$ cat src/hdl/ds22_pkg.sv
// Shared types, register indexes and arithmetic helpers for the 2x2 downsampler.
`timescale 1ns / 1ps
`default_nettype none

package ds22_pkg;

  // Field widths fixed by the pixel and register formats.
  localparam int PIXEL_W     = 24;
  localparam int INDEX_W     = 22;
  localparam int CFG_INDEX_W = 3;
  localparam int CFG_DATA_W  = 12;
  localparam int SIZE_W      = 12;
  localparam int LIMIT_W     = 11;

  // Configuration register indexes.
  typedef enum logic [CFG_INDEX_W-1:0] {
    REG_IMAGE_WIDTH   = 3'd0,
    REG_IMAGE_HEIGHT  = 3'd1,
    REG_OUT_COL_LIMIT = 3'd2,
    REG_OUT_ROW_LIMIT = 3'd3
  } ds22_reg_t;

  // Per-channel sums of a horizontal pixel pair, as kept in the half-line store.
  typedef struct packed {
    logic [8:0] r;
    logic [8:0] g;
    logic [8:0] b;
  } ds22_sums_t;

  // Adds the channels of a left and a right pixel.
  function automatic ds22_sums_t pair_sums(input logic [PIXEL_W-1:0] left,
                                           input logic [PIXEL_W-1:0] right);
    ds22_sums_t s;
    s.r = {1'b0, left[23:16]} + {1'b0, right[23:16]};
    s.g = {1'b0, left[15:8]}  + {1'b0, right[15:8]};
    s.b = {1'b0, left[7:0]}   + {1'b0, right[7:0]};
    return s;
  endfunction

  // Mean of four pixels from two pair sums, rounded half up.
  function automatic logic [7:0] quad_mean(input logic [8:0] a, input logic [8:0] b);
    logic [9:0] s;
    s = {1'b0, a} + {1'b0, b} + 10'd2;
    return s[9:2];
  endfunction

endpackage

`default_nettype wire

$ cat src/hdl/ds22_result_if.sv
// Request channel carrying averaged pixels and their destination indexes.
`timescale 1ns / 1ps
`default_nettype none

interface ds22_result_if;
  import ds22_pkg::*;

  logic               valid;
  logic               ready;
  logic [PIXEL_W-1:0] out_color;
  logic [INDEX_W-1:0] out_index;

  modport source (output valid, output out_color, output out_index, input ready);
  modport sink   (input valid, input out_color, input out_index, output ready);
endinterface

`default_nettype wire

$ cat src/hdl/ds22_blend.sv
// Combines stored and current pair sums, forms the index and holds the result.
`timescale 1ns / 1ps
`default_nettype none

module ds22_blend import ds22_pkg::*; #(
  parameter int COL_W = 12,
  parameter int ROW_W = 12
) (
  input  wire logic             clk,
  input  wire logic             rst,
  ds22_result_if.source         result,
  input  wire logic             hand_valid,
  input  wire logic [COL_W-2:0] hand_col,
  input  wire logic [ROW_W-2:0] hand_row,
  input  wire ds22_sums_t       hand_sums,
  input  wire ds22_sums_t       upper,
  input  wire logic [COL_W-1:0] width,
  output      logic             stage_free
);

  localparam int PROD_W = ROW_W - 1 + COL_W + 1;
  localparam int IDX_W  = (PROD_W > INDEX_W) ? PROD_W : INDEX_W;

  logic               s1_valid;
  logic [COL_W-2:0]   s1_col;
  logic [ROW_W-2:0]   s1_row;
  ds22_sums_t         s1_lower;
  logic               stage_move;
  logic               out_valid;
  logic [PIXEL_W-1:0] out_color;
  logic [INDEX_W-1:0] out_index;
  logic [PIXEL_W-1:0] color_next;
  logic [IDX_W-1:0]   index_full;

  // The stage moves on when the output register is empty or being emptied.
  assign stage_move = s1_valid && (!out_valid || result.ready);
  assign stage_free = !s1_valid || stage_move;

  // Stage one waits for the half-line store read data.
  always_ff @(posedge clk) begin
    if (rst) begin
      s1_valid <= 1'b0;
    end else if (hand_valid) begin
      s1_valid <= 1'b1;
    end else if (stage_move) begin
      s1_valid <= 1'b0;
    end
  end

  always_ff @(posedge clk) begin
    if (hand_valid) begin
      s1_col   <= hand_col;
      s1_row   <= hand_row;
      s1_lower <= hand_sums;
    end
  end

  // Block mean and destination index.
  assign color_next = {quad_mean(upper.r, s1_lower.r),
                       quad_mean(upper.g, s1_lower.g),
                       quad_mean(upper.b, s1_lower.b)};
  assign index_full = IDX_W'(s1_row) * IDX_W'(width) + IDX_W'(s1_col);

  // Output register parts the result channel from the pipeline.
  always_ff @(posedge clk) begin
    if (rst) begin
      out_valid <= 1'b0;
    end else if (stage_move) begin
      out_valid <= 1'b1;
    end else if (result.ready) begin
      out_valid <= 1'b0;
    end
  end

  always_ff @(posedge clk) begin
    if (stage_move) begin
      out_color <= color_next;
      out_index <= index_full[INDEX_W-1:0];
    end
  end

  assign result.valid     = out_valid;
  assign result.out_color = out_color;
  assign result.out_index = out_index;

endmodule

`default_nettype wire

$ cat src/flat_wrapper.sv
// flat-port wrapper written by rule: the top's interface ports become plain ports
module ds22_blend_flat import ds22_pkg::*;
#(
  parameter int COL_W = 12,
  parameter int ROW_W = 12
)
  (clk, rst, hand_valid, hand_col, hand_row, hand_sums, upper, width, stage_free, result_valid, result_out_color, result_out_index, result_ready);
  ds22_result_if result_i ();
  input  wire logic clk;
  input  wire logic rst;
  input  wire logic hand_valid;
  input  wire logic [COL_W-2:0] hand_col;
  input  wire logic [ROW_W-2:0] hand_row;
  input  wire ds22_sums_t hand_sums;
  input  wire ds22_sums_t upper;
  input  wire logic [COL_W-1:0] width;
  output      logic stage_free;
  output wire logic [$bits(result_i.valid)-1:0] result_valid;
  output wire logic [$bits(result_i.out_color)-1:0] result_out_color;
  output wire logic [$bits(result_i.out_index)-1:0] result_out_index;
  input wire logic [$bits(result_i.ready)-1:0] result_ready;
  assign result_valid = result_i.valid;
  assign result_out_color = result_i.out_color;
  assign result_out_index = result_i.out_index;
  assign result_i.ready = result_ready;
  ds22_blend #(.COL_W(COL_W), .ROW_W(ROW_W)) u_core (.clk(clk), .rst(rst), .result(result_i), .hand_valid(hand_valid), .hand_col(hand_col), .hand_row(hand_row), .hand_sums(hand_sums), .upper(upper), .width(width), .stage_free(stage_free));
endmodule
$ cat config.mk
export PLATFORM = sky130hd
export DESIGN_NAME = ds22_blend_flat
export DESIGN_NICKNAME = d
export VERILOG_FILES = /design/src/hdl/ds22_pkg.sv /design/src/hdl/ds22_result_if.sv /design/src/hdl/ds22_blend.sv /design/src/flat_wrapper.sv
export SDC_FILE = /design/constraint.sdc
export NUM_CORES = 1
export LEC_CHECK = 0
export BUFFER_PORTS_ARGS = -buffer_cell sky130_fd_sc_hd__buf_2
export CELL_PAD_IN_SITES_DETAIL_PLACEMENT = 2
export CELL_PAD_IN_SITES_GLOBAL_PLACEMENT = 2
export CORE_MARGIN = 2
export CORE_UTILIZATION = 36
export CTS_BUF_LIST = sky130_fd_sc_hd__clkbuf_4
export DETAILED_ROUTE_END_ITERATION = 12
export PLACE_DENSITY = 0.78
export REMOVE_ABC_BUFFERS = 1
export SYNTH_ARGS = -nofsm -noshare
export SYNTH_HDL_FRONTEND = slang
export SYNTH_SLANG_ARGS = --single-unit
$ cat constraint.sdc
create_clock -name clk -period 7.8 [get_ports clk]
set_input_delay 1.56 -clock clk [delete_from_list [all_inputs] [get_ports clk]]
set_output_delay 1.56 -clock clk [all_outputs]
set_load 0.005 [all_outputs]
After elaboration in Yosys (flattened, before gate mapping)

Cells that the tools add are included.

Register bits after elaboration: 97
Input bits: 92
Output and inout port bits: 48

Add/subtract/negate cells: 7
Multiply operators: 1
Multiplexer cells: 4
Reductions and logical operators: 7

Operator list:

| operator                | number |
|---|---|
| $add A10 B2 Y10 const B | 3 |
| $add A9 B9 Y10          | 3 |
| $add A22 B11 Y22        | 1 |
| $mul A11 B12 Y22        | 1 |
| $mux W1                 | 4 |
| $reduce_bool A2 Y1      | 2 |
| $logic_not A1 Y1        | 2 |
| $logic_or A1 B1 Y1      | 2 |
| $logic_and A1 B1 Y1     | 1 |

Depth between registers and ports, before layout

Word-level depth: 5
Gate-level depth with buffers: 19
Depth with buffers taken out: 17

Worst setup path after synthesis

No wires, ideal clock.

Path type: input port to flip-flop
Start point: input width[9]
End point: register u_core.out_index[18] (netlist: u_core.result.out_index[18]) (data pin)
Library setup time: 0.255 ns
Arrival time: 5.896 ns
Required time: 7.545 ns
Setup slack: 1.648 ns
Stages on the path: 16
Buffers on the path: 1
Path through: clkbuf_1 -> nand2_1 -> fa_1 -> fa_1 -> inv_1 -> fa_1 -> fa_1 -> inv_1 -> fa_1 -> inv_1 -> ha_1 -> a21oi_1 -> nand2b_1 -> o311ai_4 -> mux2i_1 -> nor2_1

Cells in the longest elaborated chain, start to end: 2

RTL lines:

| item                            | RTL line           | source |
|---|---|---|
| start, declared                 | flat_wrapper.sv:16 | `input wire logic [COL_W-1:0] width;` |
| $mul A11 B12 Y22                | ds22_blend.sv:62   | `assign index_full = IDX_W'(s1_row) * IDX_W'(width) + IDX_W'(s1_col);` |
| $add A22 B11 Y22                | ds22_blend.sv:62   |  |
| named net u_core.index_full[18] | ds22_blend.sv:33   | `logic [IDX_W-1:0] index_full;` |
| end signal, assigned            | ds22_blend.sv:78   | `out_index <= index_full[INDEX_W-1:0];` |
| end, declared                   | ds22_blend.sv:31   | `logic [INDEX_W-1:0] out_index;` |

The timed path passes the listed nets, and every way through them passes these cells.
A chain may end at the register's enable or synchronous reset.

Worst setup path after layout

Start point: input width[8]
End point: register u_core.out_index[18] (netlist: u_core.result.out_index[18]) (data pin)

Same word-level chain as after synthesis.

==> results.txt <==
Initial core utilization: 0.3683
First-pass GRT wire length: 38630 um
Setup Fix Bufs, Post-CTS: 0
Placer Congestion: 0.7929
Pwr per Cell Area: 384.6 nW/um^2
Ys Warns: 0
Post-synthesis xor/xnor area fraction: 0.03803
Avg Cell Area, Syn: 10.60 um^2
Final HPWL DP: 19500 um
Clock Skew: 27.99 ps
Combinational family with the most area after synthesis: adder cells
Post-CTS Resized: 0
Die Area: 26230 um^2
Die Ht: 162.0 um
Most frequent cell after synthesis: inv_1
Core area: 24390 um^2
Pwr Total: 3907 uW
Initial antenna violation count: 4
Maxcap violations: 0
Net count, final: 1270
Final Setup Violations: 0
Static Leak: 0.004871 uW
Sequential Area: 2893 um^2
Post-synth top area share: 0.3176
Pre-CTS WS: 1281 ps
CTS root buf: clkbuf_4
Routed len/inst: 17.95 um
Io pins: 140
Total grt overflow: 0
CP Max Fanout: 11
Final period util: 0.7662
CTS tree: yes
Largest net degree at the start of global routing: 51
Area delta synth->final: 13.09%
Clock Latency Late Sink: 500 ps
RSZ-0062 raised after global routing: false
Iteration-0 DRC count of the detailed router: 149
Adder and majority cell fraction of the synthesized area: 0.3722
Req. time, crit path: 8070 ps
Simple-gate share of the synthesized area: 0.1227
Fmax: 167.3 MHz
Status: complete, no violations
Clock Tree Buf Depth: 2
Largest area contributor in the netlist: edfxtp_1
Final Hold Fails: 0
Startpoint Class: primary input
Port bufs: 139
# rows: 57
GRT Total Usage: 0.1890
Minimum clock period: 5976 ps
Cell area after synthesis: 8982 um^2
Post-synthesis mux area share: 0.003900
Final setup margin: 1824 ps
CP Class: in2reg
Cts bufs inserted: 9
Reg clk slew, reported paths: 170 ps
Clk sinks: 97
Synth async-reset ratio: 0
Vias in the first global route: 7322
Compound-Gate Fraction of Synth Area: 0.05878
Number of synthesized flops with an enable pin: 95
Via Count: 6286
Worst min path class: reg2reg
# DRC: 0
Ranking of synthesized cells by area: edfxtp_1, fa_1, ha_1
Rel. slew slack: 0.5130
Post-route ant nets: 0
Fillers: 2674
Synth Instances: 847
Actual slew at the worst max-slew pin: 730.5 ps
Distinct cell type count after synthesis: 53
Leading cell types by count after synthesis: inv_1, nand2_1, ha_1
Multi-input logic area: 5358 um^2
WL final: 23410 um
Register area share after synthesis: 0.3221
CP Capture Type: flop
Post-synth top flop: edfxtp_1
Routed vias/inst: 4.821
Layout cell share with drive strength beyond 1: 0.1720
CTS H-Tree Depth: 3
CP arrival: 6240 ps
Flops & latches, synth: 97
Worst VDD drop: 0.1878 mV
Max-slew violation count: 0
Total negative slack: 0 ps
Die X: 162.0 um
Hold-fix buffers, CTS: 0
Drt pass-1 iters: 4
[power by group]
part,internal (uW),switching [uW]
logic,1110,1650
registers,798,49.4
clock network,78.7,225
[critical path: stages]
cell      delay [ps]
buf_2            220
nand2_1          130
fa_1             490
fa_1             540
inv_1             50
fa_1             550
fa_1             570
inv_1             60
fa_1             540
inv_1             50
ha_1             350
a21oi_1          310
nand2b_1         160
o311ai_4         360
mux2i_1          230
nor2_1            60
[cells by family after synthesis]
family	after synthesis
buffers and inverters	196
AND/OR/NAND/NOR	233
multiplexers	3
AO/OA/AOI/OAI	73
adder cells (fa/ha/maj)	206
flip-flops	97
XOR/XNOR	39
[through the flow]
stage               instances  instance area [um^2]  hold WS, ps  utilization
floorplan                 820                  8877        477.8            -
global placement         1285                 10000        514.6       0.4100
detailed placement       1285                 10000        532.3       0.4100
CTS                      1301                 10150        553.6       0.4162
global route             1303                 10160        608.5       0.4164
finish                   1304                 10160        542.3       0.4165
[final cells by class]
cell class / instances / share of cell area
diodes: 3 / 0.0007390
clock buffers: 9 / 0.006651
clock inverters: 7 / 0.008129
inverters: 169 / 0.06245
multi-input cells: 554 / 0.5274
flip-flops and latches: 97 / 0.2848
well taps: 324 / 0.03991
repair buffers: 141 / 0.06996
[per-layer routing]
metal,vias to the layer above,wire (um),global-route usage
met3,19,938,0.03626
met1,3186,10190,0.2394
met5,-,11,0
li1,2974,-,-
met2,105,12030,0.3366
met4,2,242,0.03982
[state kept, by name, indices dropped and copies added (netlist names)]
register                 count
u_core.s1_col               11
u_core.s1_lower             27
u_core.result.out_index     22
u_core.result.valid          1
u_core.s1_valid              1
u_core.result.out_color     24
u_core.s1_row               11
[worst paths after layout]
| check | startpoint | endpoint | slack, ps | cells after the start |
|---|---|---|---|---|
| max | width[8] | u_core.result.out_index[18] | 1820 | 16 |
| min reg2reg | u_core.s1_valid | u_core.result.valid | 540 | 2 |
| min | u_core.s1_valid | u_core.result.valid | 540 | 2 |
| max reg2reg | u_core.s1_row[2] | u_core.result.out_index[18] | 2330 | 15 |
[cells in the final DEF (no fill, tap or decap), types with 3 or more instances in the layout]
master and n:
inv_8 3, diode_2 3, o211ai_1 6, nor2b_1 10, nor3_1 10, and2_1 47, nand3b_1 4, o2111ai_1 3
edfxtp_1 95, xnor2_1 28, o21ai_0 9, nor2_1 29, nand2b_1 6, xor2_1 11, o41ai_1 4, ha_1 104
buf_2 139, o21ai_1 9, nand2_1 106, fa_1 102, nand3_1 11, inv_1 169, a21oi_1 17, clkbuf_4 9
(Power assumes the default switching activity.)
