==> src/hdl/ds22_pkg.sv <==
// Shared types, register indexes and arithmetic helpers for the 2x2 downsampler.
`timescale 1ns / 1ps
`default_nettype none

package ds22_pkg;

  // Field widths fixed by the pixel and register formats.
  localparam int PIXEL_W     = 24;
  localparam int INDEX_W     = 22;
  localparam int CFG_INDEX_W = 3;
  localparam int CFG_DATA_W  = 12;
  localparam int SIZE_W      = 12;
  localparam int LIMIT_W     = 11;

  // Configuration register indexes.
  typedef enum logic [CFG_INDEX_W-1:0] {
    REG_IMAGE_WIDTH   = 3'd0,
    REG_IMAGE_HEIGHT  = 3'd1,
    REG_OUT_COL_LIMIT = 3'd2,
    REG_OUT_ROW_LIMIT = 3'd3
  } ds22_reg_t;

  // Per-channel sums of a horizontal pixel pair, as kept in the half-line store.
  typedef struct packed {
    logic [8:0] r;
    logic [8:0] g;
    logic [8:0] b;
  } ds22_sums_t;

  // Adds the channels of a left and a right pixel.
  function automatic ds22_sums_t pair_sums(input logic [PIXEL_W-1:0] left,
                                           input logic [PIXEL_W-1:0] right);
    ds22_sums_t s;
    s.r = {1'b0, left[23:16]} + {1'b0, right[23:16]};
    s.g = {1'b0, left[15:8]}  + {1'b0, right[15:8]};
    s.b = {1'b0, left[7:0]}   + {1'b0, right[7:0]};
    return s;
  endfunction

  // Mean of four pixels from two pair sums, rounded half up.
  function automatic logic [7:0] quad_mean(input logic [8:0] a, input logic [8:0] b);
    logic [9:0] s;
    s = {1'b0, a} + {1'b0, b} + 10'd2;
    return s[9:2];
  endfunction

endpackage

`default_nettype wire

==> src/hdl/ds22_pixel_if.sv <==
// Request channel carrying source pixels.
`timescale 1ns / 1ps
`default_nettype none

interface ds22_pixel_if;
  import ds22_pkg::*;

  logic               valid;
  logic               ready;
  logic [PIXEL_W-1:0] pixel_color;

  modport source (output valid, output pixel_color, input ready);
  modport sink   (input valid, input pixel_color, output ready);
endinterface

`default_nettype wire

==> src/hdl/ds22_scan.sv <==
// Raster position tracking, pair summing and half-line store access.
`timescale 1ns / 1ps
`default_nettype none

module ds22_scan import ds22_pkg::*; #(
  parameter int COL_W  = 12,
  parameter int ROW_W  = 12,
  parameter int ADDR_W = 10
) (
  input  wire logic               clk,
  input  wire logic               rst,
  ds22_pixel_if.sink              pixel,
  input  wire logic [COL_W-1:0]   width,
  input  wire logic [ROW_W-1:0]   height,
  input  wire logic [LIMIT_W-1:0] col_limit,
  input  wire logic [LIMIT_W-1:0] row_limit,
  input  wire logic               stage_free,
  output      logic               wr_en,
  output      logic [ADDR_W-1:0]  wr_addr,
  output      ds22_sums_t         wr_data,
  output      logic               rd_en,
  output      logic [ADDR_W-1:0]  rd_addr,
  output      logic               hand_valid,
  output      logic [COL_W-2:0]   hand_col,
  output      logic [ROW_W-2:0]   hand_row,
  output      ds22_sums_t         hand_sums
);

  logic               accept;
  logic [COL_W-1:0]   column_count;
  logic [COL_W-1:0]   column_count_next;
  logic [ROW_W-1:0]   row_count;
  logic [ROW_W-1:0]   row_count_next;
  logic [PIXEL_W-1:0] held_pixel;
  logic [COL_W-2:0]   slot;
  logic [ROW_W-2:0]   out_row;
  logic               in_limits;
  ds22_sums_t         sums;
  logic [COL_W-1:0]   col_inc;
  logic [ROW_W-1:0]   row_inc;

  // A pixel is taken whenever the blend stage can take a possible result.
  assign pixel.ready = stage_free;
  assign accept      = pixel.valid && pixel.ready;

  assign slot      = column_count[COL_W-1:1];
  assign out_row   = row_count[ROW_W-1:1];
  assign sums      = pair_sums(held_pixel, pixel.pixel_color);
  assign in_limits = (int'(slot) < int'(col_limit)) && (int'(out_row) < int'(row_limit));

  // Even rows store pair sums; odd rows read them back for the finished block.
  assign wr_en   = accept && column_count[0] && !row_count[0];
  assign wr_addr = slot[ADDR_W-1:0];
  assign wr_data = sums;
  assign rd_en   = accept && column_count[0] && row_count[0] && in_limits;
  assign rd_addr = slot[ADDR_W-1:0];

  assign hand_valid = rd_en;
  assign hand_col   = slot;
  assign hand_row   = out_row;
  assign hand_sums  = sums;

  // Raster counters wrap at the configured size.
  assign col_inc = column_count + COL_W'(1);
  assign row_inc = row_count + ROW_W'(1);

  always_comb begin
    column_count_next = column_count;
    row_count_next    = row_count;
    if (col_inc >= width) begin
      column_count_next = '0;
      row_count_next    = (row_inc >= height) ? '0 : row_inc;
    end else begin
      column_count_next = col_inc;
    end
  end

  always_ff @(posedge clk) begin
    if (rst) begin
      column_count <= '0;
      row_count    <= '0;
      held_pixel   <= '0;
    end else if (accept) begin
      column_count <= column_count_next;
      row_count    <= row_count_next;
      if (!column_count[0]) begin
        held_pixel <= pixel.pixel_color;
      end
    end
  end

endmodule

`default_nettype wire

==> src/flat_wrapper.sv <==
// flat-port wrapper written by rule: the top's interface ports become plain ports
module ds22_scan_flat import ds22_pkg::*;
#(
  parameter int COL_W  = 12,
  parameter int ROW_W  = 12,
  parameter int ADDR_W = 10
)
  (clk, rst, width, height, col_limit, row_limit, stage_free, wr_en, wr_addr, wr_data, rd_en, rd_addr, hand_valid, hand_col, hand_row, hand_sums, pixel_valid, pixel_pixel_color, pixel_ready);
  ds22_pixel_if pixel_i ();
  input  wire logic clk;
  input  wire logic rst;
  input  wire logic [COL_W-1:0] width;
  input  wire logic [ROW_W-1:0] height;
  input  wire logic [LIMIT_W-1:0] col_limit;
  input  wire logic [LIMIT_W-1:0] row_limit;
  input  wire logic stage_free;
  output      logic wr_en;
  output      logic [ADDR_W-1:0] wr_addr;
  output      ds22_sums_t wr_data;
  output      logic rd_en;
  output      logic [ADDR_W-1:0] rd_addr;
  output      logic hand_valid;
  output      logic [COL_W-2:0] hand_col;
  output      logic [ROW_W-2:0] hand_row;
  output      ds22_sums_t hand_sums;
  input wire logic [$bits(pixel_i.valid)-1:0] pixel_valid;
  input wire logic [$bits(pixel_i.pixel_color)-1:0] pixel_pixel_color;
  output wire logic [$bits(pixel_i.ready)-1:0] pixel_ready;
  assign pixel_i.valid = pixel_valid;
  assign pixel_i.pixel_color = pixel_pixel_color;
  assign pixel_ready = pixel_i.ready;
  ds22_scan #(.COL_W(COL_W), .ROW_W(ROW_W), .ADDR_W(ADDR_W)) u_core (.clk(clk), .rst(rst), .pixel(pixel_i), .width(width), .height(height), .col_limit(col_limit), .row_limit(row_limit), .stage_free(stage_free), .wr_en(wr_en), .wr_addr(wr_addr), .wr_data(wr_data), .rd_en(rd_en), .rd_addr(rd_addr), .hand_valid(hand_valid), .hand_col(hand_col), .hand_row(hand_row), .hand_sums(hand_sums));
endmodule
==> config.mk <==
export PLATFORM = sky130hd
export DESIGN_NAME = ds22_scan_flat
export DESIGN_NICKNAME = d
export VERILOG_FILES = /design/src/hdl/ds22_pkg.sv /design/src/hdl/ds22_pixel_if.sv /design/src/hdl/ds22_scan.sv /design/src/flat_wrapper.sv
export SDC_FILE = /design/constraint.sdc
export NUM_CORES = 1
export LEC_CHECK = 0
export BUFFER_PORTS_ARGS = -buffer_cell sky130_fd_sc_hd__clkbuf_2
export CAP_MARGIN = 25
export CORE_MARGIN = 5
export CORE_UTILIZATION = 50
export CTS_CLUSTER_DIAMETER = 60
export DETAILED_ROUTE_END_ITERATION = 12
export HOLD_SLACK_MARGIN = 0.06
export PLACE_DENSITY = 0.78
export SYNTH_ARGS = -nofsm -noshare
export SYNTH_HDL_FRONTEND = slang
export SYNTH_SLANG_ARGS = --single-unit
==> constraint.sdc <==
create_clock -name clk -period 3.7 [get_ports clk]
set_input_delay 0.555 -clock clk [delete_from_list [all_inputs] [get_ports clk]]
set_output_delay 0.555 -clock clk [all_outputs]
set_load 0.05 [all_outputs]
# Word level (Yosys, flattened, before mapping)
# Index checks and enable logic that the tools add are counted.
dict set report word_totals {
  reg_bits 48
  word_cells 24
  ramBits 0
  inputBits 74
  out_inout_bits 100
  mem_bits_ro 0
  latch_bits 0
  memories 0
}
dict set report op_classes {
  muxes 2
  n_reduce_logical 9
  order_cmp 4
  shift 0
  add_sub_neg 5
  bitwise 1
  div 0
  n_mul 0
  n_eq_ne 0
}
# operator n
set ops {}
lappend ops {{$add 8x8->9} 3}
lappend ops {{$add 12x1->12 const B} 2}
lappend ops {{$ge 12x12->1} 2}
lappend ops {{$mux 12} 2}
lappend ops {{$lt 11x11->1} 2}
lappend ops {{$logic_and 1x1->1} 6}
lappend ops {{$reduce_and 2->1} 2}
lappend ops {{$logic_not 1->1} 1}
lappend ops {{$not 1->1} 1}

# Longest topological paths before layout
# Gate-level depths: netlist of run 1.
dict set report logic_depth {
  depth_word 4
  ltp_mapped 14
  depth_no_buf 12
}

# Worst setup path after synthesis of run 1
# No wires, ideal clock.
dict set report synth_path {
  path_type {input to output}
  start {input col_limit[10]}
  end {output rd_en}
  t_arrival_ps 3153
  path_stages 9
  path_slack_ps -8
  path_buffers 1
  cell_sequence {inv_1 ha_1 and3_1 nand2_1 nand4_1 a41oi_1 nand4_1 a311oi_1 buf_4}
}
dict set report synth_between {
  elab_chain_cells 3
}
# item line
set synth_rtl {}
lappend synth_rtl {{start, declared} flat_wrapper.sv:14} ;# input wire logic [LIMIT_W-1:0] col_limit;
lappend synth_rtl {{$lt 11x11->1} ds22_scan.sv:49} ;# assign in_limits = (int'(slot) < int'(col_limit)) && (int'(out_row) < int'(row_limit));
lappend synth_rtl {{$logic_and 1x1->1} ds22_scan.sv:49}
lappend synth_rtl {{$logic_and 1x1->1} ds22_scan.sv:55} ;# assign rd_en = accept && column_count[0] && row_count[0] && in_limits;
lappend synth_rtl {{end, declared} flat_wrapper.sv:20} ;# output logic rd_en;
# No other way between the ends.

# Final worst setup path of run 1
dict set report layout_path {
  start {register u_core.column_count[1]}
  end {register u_core.row_count[8]}
}
dict set report layout_between {
  elab_chain_cells 3
}
# item line
set layout_rtl {}
lappend layout_rtl {{start, declared} ds22_scan.sv:30} ;# logic [COL_W-1:0] column_count;
lappend layout_rtl {{start signal, assigned} ds22_scan.sv:84} ;# column_count <= column_count_next;
lappend layout_rtl {{$add 12x1->12} ds22_scan.sv:64} ;# assign col_inc = column_count + COL_W'(1);
lappend layout_rtl {{$ge 12x12->1} ds22_scan.sv:70} ;# if (col_inc >= width) begin
lappend layout_rtl {{$reduce_and 2->1 (no source line)} --}
lappend layout_rtl {{end signal, assigned} ds22_scan.sv:85} ;# row_count <= row_count_next;
lappend layout_rtl {{end, declared} ds22_scan.sv:32} ;# logic [ROW_W-1:0] row_count;
# No other way between the ends.
# A chain may end at the register's enable or synchronous reset.

==> results.json, run 1 <==
{
  "status": "finished, final reports clean",
  "finClkSkew_ps": 15.4,
  "synth_top_area_share_pct": 20.7,
  "rr_worst_depth": 12,
  "slowest_delay_ps": 480,
  "synth_nets": 746,
  "yosysTopAreaCell": "dfxtp_1",
  "area_growth_pct": 13.7,
  "fmax_mhz": 290,
  "synth_cell_types": 46,
  "hold_depth": 2,
  "grt_usage_pct": 19.4,
  "diodes": 0,
  "die_y_um": 106,
  "post_cts_buffers": 0,
  "ys.warnings.count": 0,
  "antenna_found_initial": 0,
  "synth_ff_type": "dfxtp_1",
  "rows": 35,
  "crit_chain": "ha_1 > and3_1 > and3_1 > nand3_1 > xnor2_1 > ha_1 > nand4_1 > a211o_1 > o211ai_4 > o211ai_2 > or3_1 > o21ai_1",
  "drive_above_1_share_pct": 28.0,
  "slew-limit-headroom_pct": 38.3,
  "critPathMaxFanout": 9,
  "io_pins": 174,
  "path_class": "reg2reg",
  "clk_path_buf_depth": 2,
  "netlist_top_cells_area": "dfxtp_1 (21%), ha_1 (19%), buf_4 (12%)",
  "final_area_sq_mm": 0.00527,
  "async_reset_ff_share_pct": 0,
  "grt_pass1_wl_mm": 18.4,
  "post-place-cells": 808,
  "drt-total-wl_mm": 11.4,
  "holdWs_ps": 462,
  "vias_per_cell": 5.29,
  "grt_max_degree": 36,
  "multi_input_area_sq_mm": 0.00286,
  "port_buffers": 173,
  "finalNonFillerCells": 817,
  "clk_latency_ps": 300,
  "initial_core_util_pct": 50.6,
  "dp_hpwl_mm": 9.54,
  "start_kind": "register",
  "required_ps": 3940,
  "irDropWorstVdd_v": 0.000151,
  "ys_ff_latch": 48,
  "endpoint_kind": "register",
  "hp-class": "reg2reg",
  "cts.sinks": 48,
  "core_region_area_sq_mm": 0.00915,
  "power_density_mw_per_mm2": 302,
  "yosysSeqAreaShare_pct": 20.7,
  "globalplace.congestion": 0.895,
  "drtIter0Drc": 116,
  "setup_slack_ps": 252,
  "leakagePower_uw": 0.00284,
  "numCtsBuffers": 5,
  "yosys-top-cells-count": "nand2_1 (73), buf_4 (71), ha_1 (70), inv_1 (65), a21oi_1 (52)",
  "postPlaceCellArea_sq_mm": 0.00513,
  "finalHoldViolations": 0,
  "drv_cap": 0,
  "synth_edf_count": 0,
  "clk_pin_slew_ps": 100,
  "root_buffer": "clkbuf_8",
  "worstMarginPinSlew_ps": 925,
  "drc_errors": 0,
  "place_ws_ps": 274,
  "timing.final.crit_share_pct": 93.2,
  "firstDrtPassIters": 4,
  "syn_inst": 599,
  "yosysMostFrequentCell": "nand2_1",
  "grt_pass1_vias": 4029,
  "drv_slew": 0,
  "fp.dieW_um": 106,
  "synth.avg_cell_area_sq_um": 7.73,
  "fillCellCount": 822,
  "num_vias": 4320,
  "detail-route-antenna-nets": 0,
  "grt.overflow.total": 0,
  "finalNetCount": 852,
  "htree_levels": 2,
  "tns_ps": 0,
  "die_area_sq_mm": 0.0113,
  "tritoncts": "done",
  "slowest_stage": "dfxtp_1",
  "regArea_sq_um": 961,
  "critPathArrivalTime_ps": 3690,
  "avgRoutedWirePerCell_um": 14.0,
  "setup_violations": 0,
  "syn_area_sq_mm": 0.00463,
  "rsz0062_at_grt": "no",
  "fin_crit_ps": 3450
}
## layout make-up
class                           instances  share of cell area, %
Clock buffer                            7                   1.83
Timing Repair Buffer                  183                   17.9
Sequential cell                        48                   18.2
Inverter                               65                   4.63
Clock inverter                          1                  0.570
Tap cell                              111                   2.64
Multi-Input combinational cell        402                   54.2
## repair_timing
| item | in CTS | in global routing |
|---|---|---|
| hold buffers | 0 | 0 |
| hold endpoints to repair | 0 | 0 |
| endpoints found under the setup margin | 0 | 3 |
| resized for setup | 0 | 1 |
## sequential cells by signal, indices dropped and copies added, names as in the netlist
| register | cells |
|---|---|
| u_core.column_count | 12 |
| u_core.row_count | 12 |
| u_core.held_pixel | 24 |
## cells in the final DEF (no fill, tap or decap), types with 6 or more instances in the layout
cell	instances
a21o_1	9
a21oi_1	52
a32o_1	6
and3_1	11
buf_4	10
clkbuf_2	173
clkbuf_8	7
dfxtp_1	48
ha_1	70
inv_1	65
nand2_1	73
nand2b_1	11
nand3_1	17
nand4_1	7
nor2_1	22
nor3_1	10
o21ai_0	29
xnor2_1	27
xor2_1	11
## cell families (layout without fill, tap and decap cells)
kind of cell	after synthesis	count (layout)	synth area share, %
compound gates	119	120	16.3
xor+xnor	38	38	7.19
fa+ha+maj	73	73	20.2
buf+inv	150	256	18.0
flops	48	48	20.7
simple gates	171	171	17.5
## power breakdown
part,switching [uW],total [uW],internal (uW)
logic,465,632,166
registers,8.31,538,530
clock network,179,418,239
## routing by layer
metal | global-route usage, % | part of all wire (%) | routed length [um] | vias to the layer above
met3 | 2.85 | 6.0 | 682 | 12
met4 | 4.16 | 1.1 | 126 | 0
met5 | 0 | 0 | 0 | -
li1 | - | - | - | 2184
met1 | 23.9 | 43 | 4930 | 1973
met2 | 35.7 | 50 | 5670 | 151
## stage by stage
| step | utilization, % | total power [uW] |
|---|---|---|
| 6_report | 57.6 | 1590 |
| 5_1_grt | 57.6 | 1660 |
| 4_1_cts | 57.4 | 1600 |
| 3_5_place_dp | 56.0 | 1180 |
| 3_3_place_gp | 56.0 | 1180 |
| 2_1_floorplan | - | 1080 |
## worst max-delay path, delay by kind of cell (launching register included)
kind	cells	cell delay, ps
compound gates	4	930
xor+xnor	1	170
fa+ha+maj	2	600
flops	1	480
simple gates	5	1200
## worst paths after layout
check                           slack, ps                                  to                                 from
worst max-delay path                  250    u_core.row_count[8]$_SDFFE_PP0P_  u_core.column_count[1]$_SDFFE_PP0P_
worst min-delay path                  460  u_core.held_pixel[10]$_SDFFE_PP0P_   u_core.held_pixel[10]$_SDFFE_PP0P_
worst max register to register        250    u_core.row_count[8]$_SDFFE_PP0P_  u_core.column_count[1]$_SDFFE_PP0P_
worst min register to register        460  u_core.held_pixel[10]$_SDFFE_PP0P_   u_core.held_pixel[10]$_SDFFE_PP0P_
Power figures use the tool's default switching activity.
==> run 2, diff against run 1 <==
--- a/config.mk
+++ b/config.mk
@@ -7,12 +7,15 @@
 export LEC_CHECK = 0
 export BUFFER_PORTS_ARGS = -buffer_cell sky130_fd_sc_hd__clkbuf_2
 export CAP_MARGIN = 25
+export CELL_PAD_IN_SITES_DETAIL_PLACEMENT = 1
+export CELL_PAD_IN_SITES_GLOBAL_PLACEMENT = 1
 export CORE_MARGIN = 5
-export CORE_UTILIZATION = 50
+export CORE_UTILIZATION = 36
 export CTS_CLUSTER_DIAMETER = 60
 export DETAILED_ROUTE_END_ITERATION = 12
+export GPL_TIMING_DRIVEN = 0
 export HOLD_SLACK_MARGIN = 0.06
-export PLACE_DENSITY = 0.78
+export PLACE_DENSITY = 0.79
 export SYNTH_ARGS = -nofsm -noshare
 export SYNTH_HDL_FRONTEND = slang
 export SYNTH_SLANG_ARGS = --single-unit
==> run 2 against run 1 <==
  * Sequential share of layout area fell by 1.9 points
  * Critical endpoint is now u_core.column_count[7]$_SDFFE_PP0P_
  * Global-route usage is 0.15 points lower
  * Maximum frequency is essentially flat
  * Core utilization fell by 11 points
  * Clock skew is 5.8 ps lower
  * Design area increased by 12%
  * First-iteration DRC count fell by 8.6%
  * Largest cell class unchanged
  * Clock power grew 4%
  * Wire length grew 28%
==> results.json, run 2 (synthesis gave the netlist of run 1 again) <==
{
  "detail-route-antenna-nets": 0,
  "port_buffers": 172,
  "path_class": "reg2reg",
  "critPathMaxFanout": 10,
  "rows": 41,
  "io_pins": 174,
  "leakagePower_uw": 0.00321,
  "place_ws_ps": -158,
  "vias_per_cell": 4.89,
  "cts.sinks": 48,
  "clk_path_buf_depth": 2,
  "root_buffer": "clkbuf_16",
  "slowest_delay_ps": 420,
  "final_common_cell": "clkbuf_2",
  "fin_crit_ps": 3450,
  "dp_hpwl_mm": 12.6,
  "firstDrtPassIters": 4,
  "drive_above_1_share_pct": 34.7,
  "area_growth_pct": 27.2,
  "endpoint_kind": "register",
  "power_density_mw_per_mm2": 285,
  "grt_pass1_wl_mm": 23.7,
  "clk_latency_ps": 290,
  "power_uw": 1680,
  "mostFrequentLayoutCells": "clkbuf_2 (173), buf_4 (75), nand2_1 (73)",
  "reg_top3": "u_core.held_pixel: 24 flops, u_core.column_count: 12 flops, u_core.row_count: 12 flops",
  "status": "finished, final reports clean",
  "drv_slew": 0,
  "finalHoldViolations": 0,
  "largest_reg_flops": 24,
  "fp.dieW_um": 123,
  "rr_worst_depth": 13,
  "required_ps": 3870,
  "rr_endpoint": "u_core.column_count[7]$_SDFFE_PP0P_",
  "start_kind": "register",
  "die_y_um": 123,
  "critPathArrivalTime_ps": 3620,
  "crit_path_end": "u_core.column_count[7]$_SDFFE_PP0P_",
  "die_area_sq_mm": 0.0152,
  "worstMarginPinSlew_ps": 643,
  "crit_path_start": "u_core.column_count[1]$_SDFFE_PP0P_",
  "finalNonFillerCells": 953,
  "timing.final.crit_share_pct": 93.2,
  "clk_pin_slew_ps": 60,
  "grt_usage_pct": 19.3,
  "numCtsBuffers": 5,
  "antenna_found_initial": 0,
  "slew-limit-headroom_pct": 56.9,
  "final_area_sq_mm": 0.00589,
  "slowest_stage": "dfxtp_2",
  "setup_violations": 0,
  "diodes": 0,
  "post-place-cells": 943,
  "tritoncts": "done",
  "grt_max_degree": 14,
  "globalplace.congestion": 0.900,
  "htree_levels": 2,
  "irDropWorstVdd_v": 0.000177,
  "finClkSkew_ps": 9.56,
  "grt_pass1_vias": 5139,
  "largest_register": "u_core.held_pixel",
  "postPlaceCellArea_sq_mm": 0.00571,
  "drtIter0Drc": 106,
  "finalNetCount": 928,
  "hp-class": "reg2reg",
  "drv_cap": 0,
  "drc_errors": 0,
  "grt.overflow.total": 0,
  "fillCellCount": 1672,
  "num_vias": 4663,
  "drt-total-wl_mm": 14.6,
  "tns_ps": 0,
  "reg2reg_slack_ps": 250,
  "fmax_mhz": 290,
  "avgRoutedWirePerCell_um": 15.3,
  "timing.rr.start": "u_core.column_count[1]$_SDFFE_PP0P_",
  "crit_chain": "ha_1 > and3_2 > and3_2 > nand3_1 > xnor2_1 > ha_1 > nand4_1 > a211o_1 > o211ai_4 > buf_4 > nor3_2 > buf_2 > a32o_1",
  "core_region_area_sq_mm": 0.0126,
  "initial_core_util_pct": 36.7,
  "setup_slack_ps": 252
}
## run 2: worst min-delay path by stage
stage / from / endpoint / slack (ps) / cells after the start
after floorplan: u_core.held_pixel[0]$_SDFFE_PP0P_ / u_core.held_pixel[0]$_SDFFE_PP0P_ / 440 / 2
after global placement: u_core.held_pixel[8]$_SDFFE_PP0P_ / u_core.held_pixel[8]$_SDFFE_PP0P_ / 450 / 2
after detailed placement: u_core.held_pixel[20]$_SDFFE_PP0P_ / u_core.held_pixel[20]$_SDFFE_PP0P_ / 460 / 2
after CTS: u_core.held_pixel[20]$_SDFFE_PP0P_ / u_core.held_pixel[20]$_SDFFE_PP0P_ / 470 / 2
after global routing: u_core.held_pixel[12]$_SDFFE_PP0P_ / u_core.held_pixel[12]$_SDFFE_PP0P_ / 490 / 2
final: u_core.held_pixel[0]$_SDFFE_PP0P_ / u_core.held_pixel[0]$_SDFFE_PP0P_ / 460 / 2
## run 2: layout make-up
| type | instances | area (sq um) | area share, % |
|---|---|---|---|
| flip-flops and latches | 48 | 963 | 16.3 |
| well taps | 172 | 215 | 3.65 |
| inverters | 65 | 244 | 4.14 |
| clock inverters | 1 | 5.00 | 0.0849 |
| clock buffers | 6 | 129 | 2.19 |
| repair buffers | 176 | 891 | 15.1 |
| plain buffers | 84 | 587 | 9.96 |
| multi-input cells | 401 | 2860 | 48.5 |
## run 2: report_power, final
group	switching, uW	internal (uW)	total, uW
clock	190	246	436
combinational	489	213	702
sequential	8.92	530	539
## run 2: stage by stage
stage	util, %	hold WS (ps)
floorplan	-	440
global placement	45.3	446
detailed placement	45.3	457
CTS	46.4	466
global route	46.7	488
finish	46.7	462
## run 2: repair_timing
item / CTS / global route
cloned: 0 / 0
hold buffers: 0 / 0
setup endpoints to repair: 9 / 21
gates resized for setup: 3 / 6
pin swaps: 0 / 1
setup buffers: 0 / 4
## run 2: worst max-delay path, delay by kind of cell, from the launching register on
kind	cells	cell delay, ps
compound gates	3	890
xor+xnor	1	200
fa+ha+maj	2	610
buf+inv	2	390
flops	1	420
simple gates	5	810
## run 2: routing by layer
layer  vias to the layer above  share of wire [%]  GRT usage [%]
li1                       2326                  -              -
met1                      2195                 40           20.9
met2                       122                 53           38.1
met3                        20                5.3           3.52
met4                         0                1.7           4.78
met5                         -                  0              0
==> run 3, diff against run 2 <==
--- a/config.mk
+++ b/config.mk
@@ -5,17 +5,17 @@
 export SDC_FILE = /design/constraint.sdc
 export NUM_CORES = 1
 export LEC_CHECK = 0
-export BUFFER_PORTS_ARGS = -buffer_cell sky130_fd_sc_hd__clkbuf_2
 export CAP_MARGIN = 25
 export CELL_PAD_IN_SITES_DETAIL_PLACEMENT = 1
 export CELL_PAD_IN_SITES_GLOBAL_PLACEMENT = 1
-export CORE_MARGIN = 5
-export CORE_UTILIZATION = 36
+export CORE_MARGIN = 2
+export CORE_UTILIZATION = 46
 export CTS_CLUSTER_DIAMETER = 60
 export DETAILED_ROUTE_END_ITERATION = 12
+export DONT_BUFFER_PORTS = 1
 export GPL_TIMING_DRIVEN = 0
 export HOLD_SLACK_MARGIN = 0.06
-export PLACE_DENSITY = 0.79
+export PLACE_DENSITY = 0.78
 export SYNTH_ARGS = -nofsm -noshare
 export SYNTH_HDL_FRONTEND = slang
 export SYNTH_SLANG_ARGS = --single-unit
==> run 3 against run 2 <==
  * Setup slack got worse by 1.0 ps
  * Maximum frequency about the same
  * Register-to-register slack is essentially flat
  * Design area decreased by 12%
  * Global-route usage up 3.9 points
  * Combinational power shrank 7.0%
  * Critical endpoint is now u_core.row_count[8]$_SDFFE_PP0P_
==> results.json, run 3 (synthesis gave the netlist of run 1 again) <==
{
  "grt_max_degree": 15,
  "clk_path_buf_depth": 2,
  "firstDrtPassIters": 4,
  "io_pins": 174,
  "status": "finished, final reports clean",
  "avgRoutedWirePerCell_um": 16.5,
  "die_area_sq_mm": 0.0109,
  "timing.final.crit_share_pct": 93.2,
  "antenna_found_initial": 0,
  "drive_above_1_share_pct": 18.2,
  "required_ps": 3940,
  "initial_core_util_pct": 47.4,
  "hp-class": "in2reg",
  "final_common_cell": "buf_4",
  "setup_slack_ps": 251,
  "grt_usage_pct": 23.2,
  "grt_pass1_wl_mm": 20.9,
  "holdWs_ps": 381,
  "tritoncts": "done",
  "leakagePower_uw": 0.00256,
  "root_buffer": "clkbuf_8",
  "reg2reg_slack_ps": 250,
  "port_buffers": 0,
  "drc_errors": 0,
  "clk_pin_slew_ps": 90,
  "power_uw": 1580,
  "slowest_stage": "dfxtp_1",
  "crit_top_cell": "nand3_1",
  "irDropWorstVdd_v": 0.000135,
  "fp.dieW_um": 104,
  "dp_hpwl_mm": 10.6,
  "htree_levels": 2,
  "rr_worst_depth": 14,
  "grt_pass1_vias": 4312,
  "finClkSkew_ps": 4.77,
  "largest_reg_flops": 24,
  "fin_crit_ps": 3450,
  "numCtsBuffers": 5,
  "path_class": "reg2reg",
  "power_density_mw_per_mm2": 306,
  "crit_chain": "clkbuf_2 > nand3_1 > nor2_4 > and3_1 > nand3_1 > xnor2_1 > ha_1 > nand4_1 > a211o_1 > o211ai_4 > o211ai_2 > buf_2 > or3_1 > o21ai_1",
  "fmax_mhz": 290,
  "slowest_delay_ps": 390,
  "setup_violations": 0,
  "globalplace.congestion": 0.782,
  "reg_top3": "u_core.held_pixel: 24 flops, u_core.column_count: 12 flops, u_core.row_count: 12 flops",
  "mostFrequentLayoutCells": "buf_4 (93), nand2_1 (73), ha_1 (69)",
  "drt-total-wl_mm": 12.8,
  "start_kind": "register",
  "rr_endpoint": "u_core.row_count[8]$_SDFFE_PP0P_",
  "holdBufCountCts": 0,
  "area_growth_pct": 11.5,
  "grt.overflow.total": 0,
  "core_region_area_sq_mm": 0.00977,
  "drv_cap": 0,
  "hold_end": "u_core.held_pixel[17]$_SDFFE_PP0P_",
  "cts.sinks": 48,
  "num_vias": 4167,
  "crit_buf_inv": 2,
  "drtIter0Drc": 108,
  "worstHoldStart": "pixel_pixel_color[17]",
  "timing.rr.start": "u_core.column_count[0]$_SDFFE_PP0P_",
  "rows": 36,
  "finalNetCount": 789,
  "place_ws_ps": -81.6,
  "hold_depth": 2,
  "tns_ps": 0,
  "finalHoldViolations": 0,
  "post-route-util_pct": 52.8,
  "diodes": 0,
  "critPathMaxFanout": 10,
  "clk_latency_ps": 300,
  "vias_per_cell": 5.37,
  "worstMarginPinSlew_ps": 1090,
  "endpoint_kind": "register",
  "die_y_um": 104,
  "slew-limit-headroom_pct": 26.9,
  "largest_register": "u_core.held_pixel",
  "critPathArrivalTime_ps": 3690,
  "detail-route-antenna-nets": 0,
  "drv_slew": 0,
  "cpLargestDelayFamily": "simple AND/OR/NAND/NOR gates"
}
run 3: layer usage:
metal / up-vias / GRT usage, % / wire [um] / part of all wire, %
met5: - / 0 / 0 / 0
met4: 0 / 4.25 / 118 / 0.92
met3: 10 / 4.01 / 622 / 4.9
met2: 118 / 44.9 / 6860 / 54
li1: 2043 / - / - / -
met1: 1996 / 26.4 / 5220 / 41
run 3: layout make-up:
class	instances	area [sq um]
buffer	84	587
fill	1268	4610
clock inverter	2	35.0
tap	133	166
sequential	48	963
clock buffer	6	72.6
multi-input combinational	401	2880
timing repair buffer	37	221
inverter	65	244
run 3: per-stage QoR:
stage	std cells	instance area, sq um
after detailed placement	764	4990
after global routing	776	5160
after floorplan	599	4640
final	776	5160
after global placement	732	4800
after CTS	772	5110
run 3: worst reg2reg max path, delay by kind of cell, from the launching register on:
kind                     cells  cell delay [ps]
AO/OA/AOI/OAI                4              850
flip-flops                   1              390
XOR/XNOR                     1              180
adder cells (fa/ha/maj)      1              330
AND/OR/NAND/NOR              6             1180
buffers and inverters        2              460
run 3: power by group:
part	internal (uW)	switching [uW]	leakage [uW]
Sequential	530	9.31	0.000390
Combinational	186	466	0.00211
Clock	201	187	0.0000552
run 3: how the worst max path moves through the flow:
stage,cells after the start,end,start
5_1_grt,14,u_core.row_count[7]$_SDFFE_PP0P_,u_core.column_count[0]$_SDFFE_PP0P_
2_1_floorplan,10,wr_data[17],pixel_pixel_color[8]
3_3_place_gp,10,wr_data[8],pixel_pixel_color[0]
6_report,14,u_core.row_count[8]$_SDFFE_PP0P_,u_core.column_count[0]$_SDFFE_PP0P_
3_5_place_dp,13,u_core.row_count[7]$_SDFFE_PP0P_,u_core.column_count[0]$_SDFFE_PP0P_
4_1_cts,14,u_core.row_count[7]$_SDFFE_PP0P_,u_core.column_count[1]$_SDFFE_PP0P_
run 3: timing repair:
item / CTS / global route
gates resized for setup: 3 / 7
setup buffers: 0 / 3
pin swaps: 0 / 2
endpoints found under the setup margin: 9 / 20
